### config.mk
export PLATFORM = sky130hd
export DESIGN_NAME = bfa_div
export DESIGN_NICKNAME = d
export VERILOG_FILES = /design/src/bfa_div.sv
export SDC_FILE = /design/constraint.sdc
export NUM_CORES = 1
export LEC_CHECK = 0
export BUFFER_PORTS_ARGS = -buffer_cell sky130_fd_sc_hd__buf_2
export CORE_MARGIN = 1.5
export CORE_UTILIZATION = 39
export CTS_BUF_LIST = sky130_fd_sc_hd__clkbuf_8
export DETAILED_ROUTE_END_ITERATION = 10
export PLACE_DENSITY = 0.78
export SETUP_SLACK_MARGIN = 0.15
export SKIP_CTS_REPAIR_TIMING = 1
export SLEW_MARGIN = 30
export SYNTH_ARGS = -nofsm -noshare
export SYNTH_HDL_FRONTEND = slang
export SYNTH_SLANG_ARGS = --single-unit
### constraint.sdc
create_clock -name clk -period 0.8 [get_ports clk]
set_input_delay 0.08 -clock clk [delete_from_list [all_inputs] [get_ports clk]]
set_output_delay 0.08 -clock clk [all_outputs]
set_load 0.01 [all_outputs]
### src/bfa_div.sv
// Frame index split into bitmap word and bit by shift and mask, with registered outputs.
`default_nettype none

module bfa_div #(
  parameter int DVD_W   = 15,
  parameter int DIVISOR = 32,
  localparam int RM_W   = $clog2(DIVISOR)
) (
  input  wire logic             clk,
  input  wire logic             rst_n,
  input  wire logic             start,
  input  wire logic [DVD_W-1:0] dividend,
  output logic                  done,
  output logic      [DVD_W-1:0] quot,
  output logic      [RM_W-1:0]  rem
);

  logic [DVD_W-1:0] quot_r, quot_nxt;
  logic [RM_W-1:0]  rem_r, rem_nxt;
  logic             done_r, done_nxt;

  always_comb begin
    quot_nxt = quot_r;
    rem_nxt  = rem_r;
    done_nxt = start;
    if (start) begin
      quot_nxt = dividend >> RM_W;
      rem_nxt  = dividend[RM_W-1:0];
    end
  end

  always_ff @(posedge clk) begin
    if (!rst_n) begin
      done_r <= 1'b0;
    end else begin
      done_r <= done_nxt;
    end
  end

  always_ff @(posedge clk) begin
    quot_r <= quot_nxt;
    rem_r  <= rem_nxt;
  end

  assign done = done_r;
  assign quot = quot_r;
  assign rem  = rem_r;

endmodule

`default_nettype wire

==> metrics.yaml <==
worst_setup_path:
  critPathTopFamily: "flip-flops"
  critPathKind: "flip-flop to output pin"
  crit_arrival_ns: 0.76
  worstPathCellList: "buf_2"
  crit_end: "quot[6]"
  crit_start: "quot[6]$_DFFE_PP_"
  path_depth: 1
  end_kind: "output pin"
  required_ns: 0.72
  cpPeakStageDelay_ns: 0.38
  worstPathMaxFanout: 1
  cp_num_buf_inv: 1
  critPathLaunchType: "flip-flop"
  cpMaxStageDelayCell: "edfxtp_1"
layout:
  antenna_cells: 0
  multi_input_area_sq_um: 25.0
  final_layout_size_suffix_gt1_share_pct: 62.7
  finalInstanceArea_sq_um: 733
  final_nets: 78
  syn2layout_area_growth_pct: 41.5
  regArea_sq_um: 470
  fillers: 99
grt:
  globalRouteMet1Util_pct: 12.2
  grt_max_degree: 17
  grt_overflow_total: 0
  use_met3_pct: 5.11
  top_usage_layer: "met2"
  grt_first_pass_wirelength_microns: 972
  gr-usage-all-layers_pct: 10.3
  grt.met2_usage_pct: 16.4
  grt_pass1_vias: 207
  antenna_found_initial: 0
detailed_routing:
  avgViaCountPerCell: 3.96
  dr.pass1.iters: 3
  dr.first_iter.drc_count: 3
  wl_microns: 763
  ant_nets: 0
  wl_per_cell_microns: 10.5
  vias: 289
  drc: 0
synth:
  synthArstFlopShare_pct: 0
  syn_area_sq_um: 518
  synth_common_cells: "15 x edfxtp_1, 5 x buf_4, 1 x and2_1, 1 x conb_1, 1 x dfxtp_1"
  synth-edff-count: 15
  synth_top_area_share_pct: 87.0
  yosysMostFrequentCell: "edfxtp_1"
  seq_area_frac_synth_pct: 90.8
  synth_area_per_cell_sq_um: 22.5
  synthTopCellsByArea: "edfxtp_1 87%, buf_4 7.2%, dfxtp_1 3.9%"
  synth_cell_types: 5
  synth_top_cell_by_area: "edfxtp_1"
  ys_ff_latch: 16
  synth_cells: 23
  synth-main-ff-cell: "edfxtp_1"
  synth_warnings: 0
power:
  p_sw_uw: 340
  p_sw_share_pct: 18.6
  power_leakage_uw: 0.000333
  internal-power_uw: 1490
  power_density_nw_per_um2: 2500
  seq_power_share_pct: 54.6
  comb_power_share_pct: 8.6
  clkPwrFrac_pct: 36.8
  peakVddDrop_uv: 1590
die:
  fp.dieW_microns: 39.4
  io-pin-count: 39
  coreArea_sq_um: 1170
  die_h_microns: 39.4
  die_area_sq_um: 1560
  row_count: 12
  initial_core_util_pct: 44.2
run:
  cap_violations: 0
clock_tree:
  cts_buffer_depth: 2
  htreeDepth: 1
  ctsRootBufferMaster: "clkbuf_8"
  cts.sinks: 16
  clk_pin_slew_worst_paths_ns: 0.06
  cts_tree: "built"
  numCtsBuffers: 3
placement:
  hpwl_microns: 610
  port_buffers: 33
  gp_congestion: 0.601
  pre_cts_slack_ns: 0.0763
  placed_area_sq_um: 678
timing:
  rsz0062_at_grt: "true"
  hold_viol_final: 0
  setup_viol: 15
  fmax_mhz: 1190
  setup_slack_ns: -0.0412
  fin_crit_ns: 0.841
  finalCritPeriodShare_pct: 105
  drv_slew: 0
hold_path:
  whs_path_depth: 1
  hold_path.class: "input port to flip-flop"
run_status:
  violations: "negative setup slack"
  outcome: "complete, but fails checks"
-- kinds of logic (layout without fill, tap and decap cells) --
family | count (synthesis) | after routing | share of synthesized area, %
other cells | 1 | 5 | 0.724
buf+inv | 5 | 37 | 7.25
simple gates | 1 | 1 | 1.21
flops | 16 | 16 | 90.8
-- how the worst min path moves through the flow --
stage / from / endpoint / slack (ns)
final: dividend[2] / rem[2]$_DFFE_PP_ / 0.01
after global routing: dividend[3] / rem[3]$_DFFE_PP_ / -0.0002
after CTS: dividend[2] / rem[2]$_DFFE_PP_ / 0.007
after detailed placement: dividend[2] / rem[2]$_DFFE_PP_ / 0.26
after global placement: dividend[11] / quot[6]$_DFFE_PP_ / 0.26
after floorplan: dividend[5] / quot[0]$_DFFE_PP_ / 0.18
-- stage by stage --
| step | hold WS [ns] | setup TNS, ns | std cells | power (uW) | utilization, % |
|---|---|---|---|---|---|
| 4_1_cts | 0.00720 | -0.371 | 73 | 1850 | 62.6 |
| 6_report | 0.0102 | -0.243 | 73 | 1830 | 62.6 |
| 2_1_floorplan | 0.179 | 0 | 27 | 1090 | - |
| 5_1_grt | -0.000179 | -0.704 | 73 | 1910 | 62.6 |
| 3_5_place_dp | 0.258 | 0 | 69 | 1180 | 57.9 |
| 3_3_place_gp | 0.257 | 0 | 69 | 1170 | 57.9 |
-- placed cells by master (no fill, tap or decap) --
master | netlist | final
edfxtp_1 | 15 | 15
and2_1 | 1 | 1
clkbuf_8 | 0 | 4
conb_1 | 1 | 5
buf_2 | 0 | 33
dfxtp_1 | 1 | 1
-- registers in the layout (all words and copies together), names as in the netlist --
| register | cells |
|---|---|
| done | 1 |
| quot | 10 |
| rem | 5 |
-- per-layer routing --
metal / wire (microns) / part of all wire [%] / vias to the layer above
met5: 0 / 0 / -
met4: 0 / 0 / 0
met3: 82 / 11 / 0
met2: 407 / 53 / 20
met1: 273 / 36 / 124
li1: - / - / 145
-- cell type report --
| class | count | area share [%] |
|---|---|---|
| repair buffers | 33 | 22.5 |
| multi-input cells | 6 | 3.41 |
| clock buffers | 4 | 7.51 |
| flip-flops and latches | 16 | 64.2 |
| well taps | 14 | 2.39 |
-- power by group through the flow --
stage                     combinational (uW)  clock [uW]  sequential (uW)
after floorplan                         29.9           0             1060
after global placement                   156           0             1020
after detailed placement                 159           0             1020
after CTS                                159         694             1000
after global routing                     172         734             1000
final                                    157         675             1000
Note: power is estimated with default switching activity, not from simulation.
